File: src/rtl/core/q16m_pkg.sv
`timescale 1ns / 1ps
`default_nettype none
package q16m_pkg;
    localparam int DATA_W = 32;

    typedef enum logic [2:0] {
        OP_MUL  = 3'd0,
        OP_DIV  = 3'd1,
        OP_F2X  = 3'd2,
        OP_ABS  = 3'd3,
        OP_SQRT = 3'd4,
        OP_CBRT = 3'd5
    } op_t;

    typedef enum logic [1:0] {
        ST_OK   = 2'd0,
        ST_DIVZ = 2'd1,
        ST_FLT  = 2'd2,
        ST_NCNV = 2'd3
    } status_t;

    localparam logic [0:0] REG_TOL = 1'b0;
    localparam logic [0:0] REG_MAXIT = 1'b1;
endpackage
`default_nettype wire

File: src/rtl/core/q16m_mul.sv
`timescale 1ns / 1ps
`default_nettype none
// Shift-and-add signed multiplier, one multiplier bit per cycle.
module q16m_mul
(
    input  wire logic        clk,
    input  wire logic        rst_n,
    input  wire logic        start,
    input  wire logic [31:0] a,
    input  wire logic [31:0] b,
    output logic             done,
    output logic [63:0]      prod
);
    import q16m_pkg::*;
    logic [63:0] acc_reg, acc_next, mc_reg, mc_next;
    logic [31:0] mp_reg, mp_next;
    logic [5:0]  cnt_reg, cnt_next;
    logic        run_reg, run_next, done_reg, done_next;

    always_comb
    begin
        acc_next  = acc_reg;
        mc_next   = mc_reg;
        mp_next   = mp_reg;
        cnt_next  = cnt_reg;
        run_next  = run_reg;
        done_next = 1'b0;
        if (start)
        begin
            acc_next = '0;
            mc_next  = {{32{a[31]}}, a};
            mp_next  = b;
            cnt_next = '0;
            run_next = 1'b1;
        end
        else if (run_reg)
        begin
            // The top multiplier bit carries negative weight.
            if (mp_reg[0])
                acc_next = (cnt_reg == 6'd31) ? acc_reg - mc_reg : acc_reg + mc_reg;
            mc_next  = {mc_reg[62:0], 1'b0};
            mp_next  = {1'b0, mp_reg[31:1]};
            cnt_next = cnt_reg + 6'd1;
            if (cnt_reg == 6'd31)
            begin
                run_next  = 1'b0;
                done_next = 1'b1;
            end
        end
    end

    always_ff @(posedge clk or negedge rst_n)
    begin
        if (!rst_n)
        begin
            run_reg  <= 1'b0;
            done_reg <= 1'b0;
            cnt_reg  <= '0;
        end
        else
        begin
            run_reg  <= run_next;
            done_reg <= done_next;
            cnt_reg  <= cnt_next;
        end
    end

    always_ff @(posedge clk)
    begin
        acc_reg <= acc_next;
        mc_reg  <= mc_next;
        mp_reg  <= mp_next;
    end

    assign done = done_reg;
    assign prod = acc_reg;
endmodule
`default_nettype wire

File: src/rtl/core/q16m_div.sv
`timescale 1ns / 1ps
`default_nettype none
// Restoring divider for a signed 64-bit dividend and a 32-bit divisor,
// one quotient bit per cycle on magnitudes, truncating toward zero.
module q16m_div
(
    input  wire logic        clk,
    input  wire logic        rst_n,
    input  wire logic        start,
    input  wire logic [63:0] num,
    input  wire logic [31:0] den,
    output logic             done,
    output logic             fault,
    output logic [31:0]      quo
);
    import q16m_pkg::*;
    logic [63:0] q_reg, q_next;
    logic [32:0] r_reg, r_next;
    logic [31:0] d_reg, d_next;
    logic [6:0]  cnt_reg, cnt_next;
    logic        neg_reg, neg_next, run_reg, run_next, done_reg, done_next;
    logic        dz_reg, dz_next;
    logic [33:0] trial;
    logic [63:0] sq;
    logic        ovf;

    always_comb
    begin
        q_next    = q_reg;
        r_next    = r_reg;
        d_next    = d_reg;
        cnt_next  = cnt_reg;
        neg_next  = neg_reg;
        run_next  = run_reg;
        dz_next   = dz_reg;
        done_next = 1'b0;
        trial     = {r_reg, q_reg[63]} - {2'b00, d_reg};
        if (start)
        begin
            q_next   = num[63] ? (~num + 64'd1) : num;
            d_next   = den[31] ? (~den + 32'd1) : den;
            r_next   = '0;
            neg_next = num[63] ^ den[31];
            dz_next  = (den == '0);
            cnt_next = '0;
            run_next = 1'b1;
        end
        else if (run_reg)
        begin
            if (!trial[33])
            begin
                r_next = trial[32:0];
                q_next = {q_reg[62:0], 1'b1};
            end
            else
            begin
                r_next = {r_reg[31:0], q_reg[63]};
                q_next = {q_reg[62:0], 1'b0};
            end
            cnt_next = cnt_reg + 7'd1;
            if (cnt_reg == 7'd63)
            begin
                run_next  = 1'b0;
                done_next = 1'b1;
            end
        end
    end

    always_ff @(posedge clk or negedge rst_n)
    begin
        if (!rst_n)
        begin
            run_reg  <= 1'b0;
            done_reg <= 1'b0;
            cnt_reg  <= '0;
        end
        else
        begin
            run_reg  <= run_next;
            done_reg <= done_next;
            cnt_reg  <= cnt_next;
        end
    end

    always_ff @(posedge clk)
    begin
        q_reg   <= q_next;
        r_reg   <= r_next;
        d_reg   <= d_next;
        neg_reg <= neg_next;
        dz_reg  <= dz_next;
    end

    // Magnitude limit is 2^31 for a negative quotient, 2^31-1 otherwise.
    assign sq = neg_reg ? (~q_reg + 64'd1) : q_reg;
    always_comb
    begin
        if (neg_reg)
            ovf = (q_reg > 64'h0000_0000_8000_0000);
        else
            ovf = (q_reg > 64'h0000_0000_7fff_ffff);
    end
    assign done  = done_reg;
    assign fault = dz_reg | ovf;
    assign quo   = sq[31:0];
endmodule
`default_nettype wire

File: src/rtl/core/q16_fixed_point_math_unit_top.sv
`timescale 1ns / 1ps
`default_nettype none
// Signed fixed-point math unit with FRAC_BITS fractional bits. A word on the
// input stream selects multiply, divide, float to fixed, absolute value,
// square root or cube root, and one result word comes back for each input
// word. One word is worked on at a time: tready is high only while the unit
// is idle. Arithmetic runs through a bit-serial multiplier and a bit-serial
// divider, one bit per cycle; the division by three in a cube root step is
// also done one bit per cycle. Float to fixed, absolute value and the unused
// request codes go straight to the output state; multiply and divide wait
// for the multiplier or divider. A square root step is one division, a cube
// root step a squaring, a division and the division by three, and a root
// stops after the step that reaches the iteration cap. The result is held in
// an output register until taken, while the next word is already accepted;
// if that register is still full when a result is ready, the unit waits.
// Register 0 is the Newton tolerance and register 1 the iteration cap; the
// user is to write them on the plain write port only while idle, and the
// block itself does not enforce this.
module q16_fixed_point_math_unit_top
#(
    parameter int FRAC_BITS = 16
)
(
    input  wire logic        clk,
    input  wire logic        rst_n,
    input  wire logic        s_tvalid,
    output logic             s_tready,
    // tdata: operand_a[31:0], operand_b[63:32], float_bits[95:64]
    input  wire logic [95:0] s_tdata,
    // tuser: req_type[2:0]
    input  wire logic [2:0]  s_tuser,
    output logic             m_tvalid,
    input  wire logic        m_tready,
    // tdata: result[31:0]
    output logic [31:0]      m_tdata,
    // tuser: status[1:0]
    output logic [1:0]       m_tuser,
    input  wire logic        cfg_we,
    input  wire logic        cfg_index,
    input  wire logic [15:0] cfg_wdata
);
    import q16m_pkg::*;

    localparam int EXP_BASE = 150 - FRAC_BITS;
    localparam int EXP_LOW  = EXP_BASE - 24;
    localparam int EXP_HIGH = EXP_BASE + 7;

    typedef enum logic [6:0] {
        S_IDLE  = 7'b0000001,
        S_MUL   = 7'b0000010,
        S_DIV   = 7'b0000100,
        S_TSQ   = 7'b0001000,
        S_STEP  = 7'b0010000,
        S_OUT   = 7'b0100000,
        S_THIRD = 7'b1000000
    } state_t;

    state_t      state_reg, state_next;
    logic [15:0] tol_reg;
    logic [7:0]  maxit_reg;
    logic [2:0]  op_reg, op_next;
    logic [31:0] a_reg, a_next, b_reg, b_next, t_reg, t_next;
    logic [31:0] res_reg, res_next;
    logic [1:0]  st_reg, st_next;
    logic [7:0]  it_reg, it_next;
    logic [33:0] dt_reg, dt_next;
    logic        ov_reg, ov_next;
    logic [31:0] ob_res_reg;
    logic [1:0]  ob_st_reg;
    logic        ob_valid_reg;
    logic        mul_start, mul_done, div_start, div_done;
    logic [31:0] mul_a, mul_b, quo;
    logic [63:0] prod, prod_sh, div_num;
    logic [31:0] div_den;
    logic        div_fault;
    logic [32:0] diff;
    logic [33:0] diff_mag;
    logic [33:0] d3_reg, d3_next;
    logic [1:0]  d3_rem_reg, d3_rem_next;
    logic [5:0]  d3_cnt_reg, d3_cnt_next;
    logic [2:0]  d3_part;
    logic [33:0] dt_mag;
    logic [31:0] f_in, a_in;
    logic [7:0]  f_exp;
    logic [31:0] f_mag;
    logic        in_acc;

    assign in_acc = s_tvalid & s_tready;
    assign f_in   = s_tdata[95:64];
    assign a_in   = s_tdata[31:0];
    assign f_exp  = f_in[30:23];

    q16m_mul u_mul
    (
        .clk   (clk),
        .rst_n (rst_n),
        .start (mul_start),
        .a     (mul_a),
        .b     (mul_b),
        .done  (mul_done),
        .prod  (prod)
    );

    q16m_div u_div
    (
        .clk   (clk),
        .rst_n (rst_n),
        .start (div_start),
        .num   (div_num),
        .den   (div_den),
        .done  (div_done),
        .fault (div_fault),
        .quo   (quo)
    );

    assign prod_sh      = $signed(prod) >>> FRAC_BITS;
    assign div_num      = {{(32 - FRAC_BITS){a_reg[31]}}, a_reg, {FRAC_BITS{1'b0}}};
    // Exact difference q - t, 33 bits signed.
    assign diff         = {quo[31], quo} - {t_reg[31], t_reg};
    assign diff_mag     = diff[32] ? (~{diff[32], diff} + 34'd1) : {diff[32], diff};

    always_comb
    begin
        f_mag = '0;
        if (f_exp > 8'(EXP_BASE))
            f_mag = {8'd0, 1'b1, f_in[22:0]} << (f_exp - 8'(EXP_BASE));
        else
            f_mag = {8'd0, 1'b1, f_in[22:0]} >> (8'(EXP_BASE) - f_exp);
    end

    assign dt_mag = dt_reg[33] ? (~dt_reg + 34'd1) : dt_reg;

    always_comb
    begin
        state_next    = state_reg;
        op_next       = op_reg;
        a_next        = a_reg;
        b_next        = b_reg;
        t_next        = t_reg;
        res_next      = res_reg;
        st_next       = st_reg;
        it_next       = it_reg;
        dt_next       = dt_reg;
        ov_next       = ov_reg;
        d3_next       = d3_reg;
        d3_rem_next   = d3_rem_reg;
        d3_cnt_next   = d3_cnt_reg;
        d3_part       = {d3_rem_reg, d3_reg[33]};
        mul_start     = 1'b0;
        div_start     = 1'b0;
        mul_a         = t_reg;
        mul_b         = t_reg;
        div_den       = t_reg;
        unique case (state_reg)
            S_IDLE:
            begin
                if (in_acc)
                begin
                    op_next  = s_tuser;
                    a_next   = a_in;
                    b_next   = s_tdata[63:32];
                    t_next   = 32'(2) << FRAC_BITS;
                    it_next  = '0;
                    res_next = '0;
                    st_next  = ST_OK;
                    state_next = S_OUT;
                    if (s_tuser == OP_MUL)
                    begin
                        mul_a = a_in;
                        mul_b = s_tdata[63:32];
                        mul_start = 1'b1;
                        state_next = S_MUL;
                    end
                    else if (s_tuser == OP_DIV)
                    begin
                        state_next = S_DIV;
                        ov_next = 1'b1;
                    end
                    else if (s_tuser == OP_F2X)
                    begin
                        if (f_in[30:0] == '0)
                            res_next = '0;
                        else if (f_exp == 8'hff || f_exp < 8'(EXP_LOW)
                                 || f_exp > 8'(EXP_HIGH))
                            st_next = ST_FLT;
                        else
                            res_next = f_in[31] ? (~f_mag + 32'd1) : f_mag;
                    end
                    else if (s_tuser == OP_ABS)
                        res_next = a_in[31] ? (~a_in + 32'd1) : a_in;
                    else if (s_tuser == OP_SQRT)
                    begin
                        state_next = S_DIV;
                        ov_next = 1'b0;
                    end
                    else if (s_tuser == OP_CBRT)
                    begin
                        // The first square is of the starting estimate 2.0.
                        mul_a = 32'(2) << FRAC_BITS;
                        mul_b = 32'(2) << FRAC_BITS;
                        mul_start = 1'b1;
                        state_next = S_TSQ;
                    end
                end
            end
            S_MUL:
            begin
                if (mul_done)
                begin
                    res_next = prod_sh[31:0];
                    state_next = S_OUT;
                end
            end
            S_TSQ:
            begin
                if (mul_done)
                begin
                    b_next = prod_sh[31:0];
                    state_next = S_DIV;
                    ov_next = 1'b0;
                end
            end
            S_DIV:
            begin
                // A clear ov_reg marks the first cycle here: launch the divider.
                div_den = (op_reg == OP_DIV) ? b_reg
                        : (op_reg == OP_CBRT) ? b_reg : t_reg;
                if (div_done)
                begin
                    if (div_fault)
                    begin
                        st_next = ST_DIVZ;
                        state_next = S_OUT;
                    end
                    else if (op_reg == OP_DIV)
                    begin
                        res_next = quo;
                        state_next = S_OUT;
                    end
                    else if (op_reg == OP_SQRT)
                    begin
                        // Halve toward zero.
                        dt_next = {diff[32], diff} + {33'd0, diff[32] & diff[0]};
                        dt_next = {dt_next[33], dt_next[33:1]};
                        state_next = S_STEP;
                    end
                    else
                    begin
                        dt_next = {diff[32], diff};
                        d3_next = diff_mag;
                        d3_rem_next = '0;
                        d3_cnt_next = '0;
                        it_next = it_reg;
                        state_next = S_THIRD;
                    end
                end
            end
            S_THIRD:
            begin
                // Long division of the difference magnitude by three, one
                // quotient bit per cycle; the sign is put back at the end.
                if (d3_part >= 3'd3)
                begin
                    d3_rem_next = 2'(d3_part - 3'd3);
                    d3_next = {d3_reg[32:0], 1'b1};
                end
                else
                begin
                    d3_rem_next = d3_part[1:0];
                    d3_next = {d3_reg[32:0], 1'b0};
                end
                d3_cnt_next = d3_cnt_reg + 6'd1;
                if (d3_cnt_reg == 6'd33)
                begin
                    dt_next = dt_reg[33] ? (~d3_next + 34'd1) : d3_next;
                    state_next = S_STEP;
                end
            end
            S_STEP:
            begin
                t_next  = t_reg + dt_reg[31:0];
                it_next = it_reg + 8'd1;
                if (dt_mag <= {18'd0, tol_reg})
                begin
                    res_next = t_next;
                    state_next = S_OUT;
                end
                else if ((it_reg + 8'd1) >= maxit_reg)
                begin
                    st_next = ST_NCNV;
                    state_next = S_OUT;
                end
                else if (op_reg == OP_CBRT)
                begin
                    mul_a = t_next;
                    mul_b = t_next;
                    mul_start = 1'b1;
                    state_next = S_TSQ;
                end
                else
                begin
                    state_next = S_DIV;
                    ov_next = 1'b0;
                end
            end
            S_OUT:
            begin
                if (!ob_valid_reg || m_tready)
                    state_next = S_IDLE;
            end
            default:
                state_next = S_IDLE;
        endcase
        if (state_reg == S_DIV && !ov_reg)
        begin
            div_start = 1'b1;
            ov_next = 1'b1;
        end
        if (state_reg == S_IDLE && in_acc && s_tuser == OP_DIV)
            ov_next = 1'b0;
    end

    assign s_tready = (state_reg == S_IDLE);

    always_ff @(posedge clk or negedge rst_n)
    begin
        if (!rst_n)
        begin
            state_reg    <= S_IDLE;
            tol_reg      <= 16'd6;
            maxit_reg    <= 8'd64;
            ob_valid_reg <= 1'b0;
            ov_reg       <= 1'b1;
            it_reg       <= '0;
        end
        else
        begin
            state_reg <= state_next;
            ov_reg    <= ov_next;
            it_reg    <= it_next;
            if (cfg_we && cfg_index == REG_TOL)
                tol_reg <= cfg_wdata;
            if (cfg_we && cfg_index == REG_MAXIT)
                maxit_reg <= cfg_wdata[7:0];
            if (state_reg == S_OUT && (!ob_valid_reg || m_tready))
                ob_valid_reg <= 1'b1;
            else if (m_tready)
                ob_valid_reg <= 1'b0;
        end
    end

    always_ff @(posedge clk)
    begin
        op_reg     <= op_next;
        a_reg      <= a_next;
        b_reg      <= b_next;
        t_reg      <= t_next;
        res_reg    <= res_next;
        st_reg     <= st_next;
        dt_reg     <= dt_next;
        d3_reg     <= d3_next;
        d3_rem_reg <= d3_rem_next;
        d3_cnt_reg <= d3_cnt_next;
        if (state_reg == S_OUT && (!ob_valid_reg || m_tready))
        begin
            ob_res_reg <= (st_reg == ST_OK) ? res_reg : '0;
            ob_st_reg  <= st_reg;
        end
    end

    assign m_tvalid = ob_valid_reg;
    assign m_tdata  = ob_res_reg;
    assign m_tuser  = ob_st_reg;
endmodule
`default_nettype wire

File: config.mk
export PLATFORM = sky130hd
export DESIGN_NAME = q16_fixed_point_math_unit_top
export DESIGN_NICKNAME = d
export VERILOG_FILES = /design/src/rtl/core/q16m_pkg.sv /design/src/rtl/core/q16m_mul.sv /design/src/rtl/core/q16m_div.sv /design/src/rtl/core/q16_fixed_point_math_unit_top.sv
export SDC_FILE = /design/constraint.sdc
export NUM_CORES = 2
export LEC_CHECK = 0
export BUFFER_PORTS_ARGS = -buffer_cell sky130_fd_sc_hd__buf_2
export CORE_ASPECT_RATIO = 1.75
export CORE_UTILIZATION = 50
export CTS_CLUSTER_DIAMETER = 60
export DETAILED_ROUTE_END_ITERATION = 10
export PLACE_DENSITY = 0.64
export SLEW_MARGIN = 15
export SYNTH_ARGS = -nofsm -noshare
export SYNTH_HDL_FRONTEND = slang
export SYNTH_HIERARCHICAL = 1
export SYNTH_SLANG_ARGS = --single-unit
export TNS_END_PERCENT = 50
File: constraint.sdc
create_clock -name clk -period 7.7 [get_ports clk]
set_input_delay 0.385 -clock clk [delete_from_list [all_inputs] [get_ports clk]]
set_output_delay 0.385 -clock clk [all_outputs]
set_load 0.05 [all_outputs]
# After elaboration in Yosys (flattened, before gate mapping)
# Index checks and enable logic that the tools add are counted.
# totals
input_bits	121
ff_bits	592
output_inout_bits	36
# op_classes
n_addsub	21
n_mux	152
shift	2
bitwise	13
n_eq_ne	42
n_lt_le_gt_ge	8
n_reduce_logical	34
# op_table
operator	n
2-to-1 mux 32 bit	35
2-to-1 mux 34 bit	13
2-to-1 mux 64 bit	6
case mux 32 bit (2 select lines)	4
case mux 34 bit (2 select lines)	2
adder 32 x 1 -> 32 bit (second input constant)	4
inverter 32 bit	4
case mux 32 bit (4 select lines)	1
adder 34 x 1 -> 34 bit (second input constant)	3
inverter 34 bit	3
2-to-1 mux 6 bit	14
2-to-1 mux 7 bit	11
adder 64 x 1 -> 64 bit (second input constant)	1
adder 64 bit	1
> comparator 64 x 31 -> 1 bit (second input constant)	1
> comparator 64 x 32 -> 1 bit (second input constant)	1
inverter 64 bit	1
subtractor 64 bit	1
case mux 7 bit (7 select lines)	1
2-to-1 mux 1 bit	40
adder 33 x 2 -> 34 bit	1
less-or-equal comparator 34 x 16 -> 1 bit	1
subtractor 34 x 32 -> 34 bit	1
2-to-1 mux 33 bit	1
other kinds (66)	121

# Longest topological paths before layout
# logic_depth
depth_word	13
ltp_mapped	29

# Hierarchy
# The synthesis kept the hierarchy.
# by_module_without_submodules
module	cells_per_inst	n_inst	area_each_um2	seq_area_each_um2
q16_fixed_point_math_unit_top	2965	1	26166.3	8329.2
q16m_mul	1299	1	11514.8	4364.2
q16m_div	1146	1	10100.9	3828.7

# Worst setup path before layout
# OpenSTA, ideal clock, no wires.
# synth_path
path_kind	reg2reg
start	register u_div.q_reg[9]
end	register dt_reg[31], data pin
setup_time_ps	259
n_path_buf	2
path_stages_with_launch	28
period_less_slack_ps	6631
path_slack_ps	1069
t_arrival_ps	6372
path_cell_list	edfxtp_1 -> or4_1 -> nor4_1 -> nand4_1 -> or3_1 -> or3_1 -> nand2_1 -> xnor2_1 -> ha_1 -> a21o_1 -> o21bai_1 -> a2111oi_0 -> o32ai_1 -> nor2_1 -> a21oi_1 -> o21a_1 -> clkbuf_1 -> clkbuf_1 -> nor2_1 -> ha_1 -> nand2_1 -> nor3_1 -> nand3_1 -> nor4_2 -> nand4_1 -> nor2_1 -> a211oi_1 -> o31a_1
# synth_via
elab_chain_len	11
# synth_lines
element	line	source
from (decl)	q16m_div.sv:17	logic [63:0] q_reg, q_next;
from (signal assigned)	q16m_div.sv:87	q_reg <= q_next;
inverter 32 bit (*)	q16m_div.sv:95	assign sq = neg_reg ? (~q_reg + 64'd1) : q_reg;
adder 32 x 1 -> 32 bit (*)	q16m_div.sv:95	
2-to-1 mux 32 bit (*)	q16m_div.sv:95	
net quo[23]	q16_fixed_point_math_unit_top.sv:72	logic [31:0] mul_a, mul_b, quo;
subtractor 32 x 32 -> 33 bit (*)	q16_fixed_point_math_unit_top.sv:119	assign diff = {quo[31], quo} - {t_reg[31], t_reg};
bitwise AND 1 bit	q16_fixed_point_math_unit_top.sv:243	dt_next = {diff[32], diff} + {33'd0, diff[32] & diff[0]};
adder 33 x 2 -> 34 bit	q16_fixed_point_math_unit_top.sv:243	
2-to-1 mux 34 bit (*)	q16_fixed_point_math_unit_top.sv:240	else if (op_reg == OP_SQRT)
2-to-1 mux 34 bit (*)	q16_fixed_point_math_unit_top.sv:235	else if (op_reg == OP_DIV)
2-to-1 mux 34 bit (*)	q16_fixed_point_math_unit_top.sv:230	if (div_fault)
2-to-1 mux 34 bit (*)	q16_fixed_point_math_unit_top.sv:228	if (div_done)
case mux 34 bit (2 select lines) (*)	q16_fixed_point_math_unit_top.sv:154	unique case (state_reg)
net dt_next[31]	q16_fixed_point_math_unit_top.sv:66	logic [33:0] dt_reg, dt_next;
to (signal assigned)	q16_fixed_point_math_unit_top.sv:360	dt_reg <= dt_next;
to (decl)	q16_fixed_point_math_unit_top.sv:66	
# The timed path passes the listed nets; every way through them passes the cells marked *. The select of a mux whose other input is x is not followed.
# A chain may end at the register's enable or synchronous reset.

# Final worst setup path
# layout_path
start	register u_div.q_reg[10]
end	register dt_reg[31], data pin
# The elaborated chain is that of the path after synthesis.

==> impl_summary.txt <==
----------------------------------------------------
[GRT]
  Overall overflow remaining after global route ... 0
  Maximum number of pins on one net before global-route repair ... 86
  Number of antenna violations at the first check in global routing ... 14
  Number of global-route vias before repair ... 39266
  Combined global-route utilization of all metal layers ... 37.7%
  Wire length of the first global-routing pass ... 256 mm

[Die]
  Total number of placement rows ... 145
  Io pins ... 157
  X dimension of the die ... 229 um
  Area of the die ... 91700 sq um
  Starting density of the core ... 50.6%
  Core Box Area ... 89400 sq um
  Floorplan die height ... 400 um

[Clock tree]
  Maximum root-to-sink buffer count ... 3
  Clk Latency, worst-skew pair ... 0.68 ns
  Clock buffer count from CTS ... 59
  Count of clock tree sinks ... 560
  CTS Root Cell ... sky130_fd_sc_hd__clkbuf_16
  Clock tree from TritonCTS ... yes
  Number of H-tree levels ... 2
  Clock slew seen by the registers of the worst setup and hold paths ... 0.06 ns

[Critical path]
  Setup Crit Path Kind ... reg2reg
  Required time of the critical path ... 8.10 ns
  Max stage delay cell, worst path ... sky130_fd_sc_hd__or4_1
  Launching element type of the critical path ... flop
  Worst Setup End Kind ... flop
  Startpoint of the most critical setup path ... u_div/q_reg[10]
  Launch instance of the worst register-to-register path ... u_div/q_reg[10]
  Data arrival, critical path ... 7.46 ns
  Maximum cell stage delay along the critical path ... 0.62 ns
  Crit path max fanout ... 6
  Most used cell, CP ... sky130_fd_sc_hd__nor2_1

[Route]
  Number of violations reported at the end of detailed-routing iteration 0 ... 3839
  Number of optimization iterations in the first detailed-route pass ... 7
  Post-detailed-route wirelength per cell ... 27.6 um
  Number of nets with antenna violations after detailed routing ... 0
  Vias/cell ... 6.50
  DRC violations left ... 0
  Final WL ... 177 mm
  Vias ... 41558

[Synth]
  Post-synthesis instance total ... 5103
  Synth Warn # ... 6
  Average cell area after synthesis ... 8.87 sq um
  Post-Syn Area ... 45200 sq um

[STA]
  Tmin final ... 7.06 ns
  Setup violators final ... 0
  Pin slew with the least headroom to its limit ... 1.36 ns
  Rel. slew slack ... 8.93%
  Count of endpoints failing hold in the final timing report ... 0
  Setup TNS ... 0 ns
  Number of max-slew violations in the final report ... 0
  RSZ-0062 raised after global routing ... false
  Worst clock skew ... 0.0391 ns
  Fmax ... 142 MHz
  Final period utilization ... 91.7%

[Cells and area]
  Most used cells in the layout excluding fill and tap cells ... sky130_fd_sc_hd__nand2_1 (469), sky130_fd_sc_hd__nor2_1 (437), sky130_fd_sc_hd__edfxtp_1 (421), sky130_fd_sc_hd__o21ai_0 (397), sky130_fd_sc_hd__a21oi_1 (372)
  Commonest non-fill, non-tap cell in the layout ... sky130_fd_sc_hd__nand2_1
  Area of all placed cells without fillers ... 49300 sq um
  Final #Nets ... 5475
  Flip-flop count of the largest register, all copies and words added ... 64
  Area added between synthesis and finish ... 8.89%
  Fraction of final layout cells sized beyond drive strength 1 ... 12.4%
  FILL cells ... 8295

[Power and ir drop]
  Leakage dissipation ... 18.8 nW
  Maximum ir drop on the vdd rail ... 0.320 mV
  Pwr Density ... 458 nW/um^2

[Placed design]
  Number of I/O port buffers ... 156
  Last weighted congestion value of the routability-driven placer ... 1.03
  Half-perimeter wire length after detailed placement ... 136 mm
  Cell area after placement ... 47000 sq um

[Outcome]
  Outcome ... complete, no violations

[Flow run]
  Number of max-cap violations ... 0

[Worst hold path]
  Type of the most critical hold path ... in2reg
  Beginning of the worst hold path ... s_tuser[1]

----------------------------------------------------
## path summary, 6_finish.rpt
path,end,slack (ns),cells after the start
min in group asynchronous,state_reg[2],0.14,2
max in group asynchronous,u_div/run_reg,6.60,3
hold / removal,op_reg[1],0.04,1
hold reg to reg,u_mul/prod[9],0.46,2
setup reg to reg,dt_reg[31],0.64,25
setup / recovery,dt_reg[31],0.64,25
## stage by stage
stage	util, %	hold WS [ns]	setup slack, ns	instances	power, mW
4_1_cts	54.9	0.0241	0.570	6382	22.2
3_5_place_dp	52.6	0.243	0.669	6253	19.2
2_1_floorplan	-	0.0894	1.07	5157	15.3
5_1_grt	55.1	0.0253	0.0805	6388	23.8
3_3_place_gp	52.6	0.244	0.782	6253	19.1
6_report	55.1	0.0446	0.640	6396	22.5
## cell type report
cell class / count / area, sq um / area share, %
multi-input combinational: 4111 / 27900 / 56.6
sequential: 560 / 15700 / 31.9
clock buffer: 79 / 1610 / 3.27
timing repair buffer: 251 / 1560 / 3.16
tap: 1176 / 1470 / 2.99
inverter: 178 / 668 / 1.36
clock inverter: 33 / 324 / 0.658
antenna: 8 / 20.0 / 0.0406
## routing by layer
| metal | track usage [%] | share of wire [%] | up-vias |
|---|---|---|---|
| met5 | 0 | 0.025 | - |
| li1 | - | - | 19141 |
| met3 | 7.25 | 7.1 | 638 |
| met4 | 34.2 | 11 | 8 |
| met2 | 64.3 | 48 | 1908 |
| met1 | 39.3 | 34 | 19863 |
## power breakdown
group,internal (mW),total (mW),leakage [nW],switching [mW]
Combinational,4.99,13.5,12.4,8.52
Clock,1.57,2.92,0.930,1.35
Sequential,4.96,6.12,5.51,1.16
Total,11.5,22.5,18.8,11.0
## critical path: cells and delay by family (launching register included)
kind                       cells  cell delay [ns]
xor gates and xnor gates       1             0.17
adders and majority gates      2             0.54
and+or+nand+nor               14             3.74
AOI/OAI and AO/OA              8             1.91
DFF                            1             0.43
## repair_timing
action                                  in CTS  in global routing
endpoints found under the hold margin       27                  0
endpoints found under the setup margin       0                  4
setup buffers                                0                  0
resized for setup                            0                  1
hold buffers                                17                  0
(Power assumes the default switching activity.)
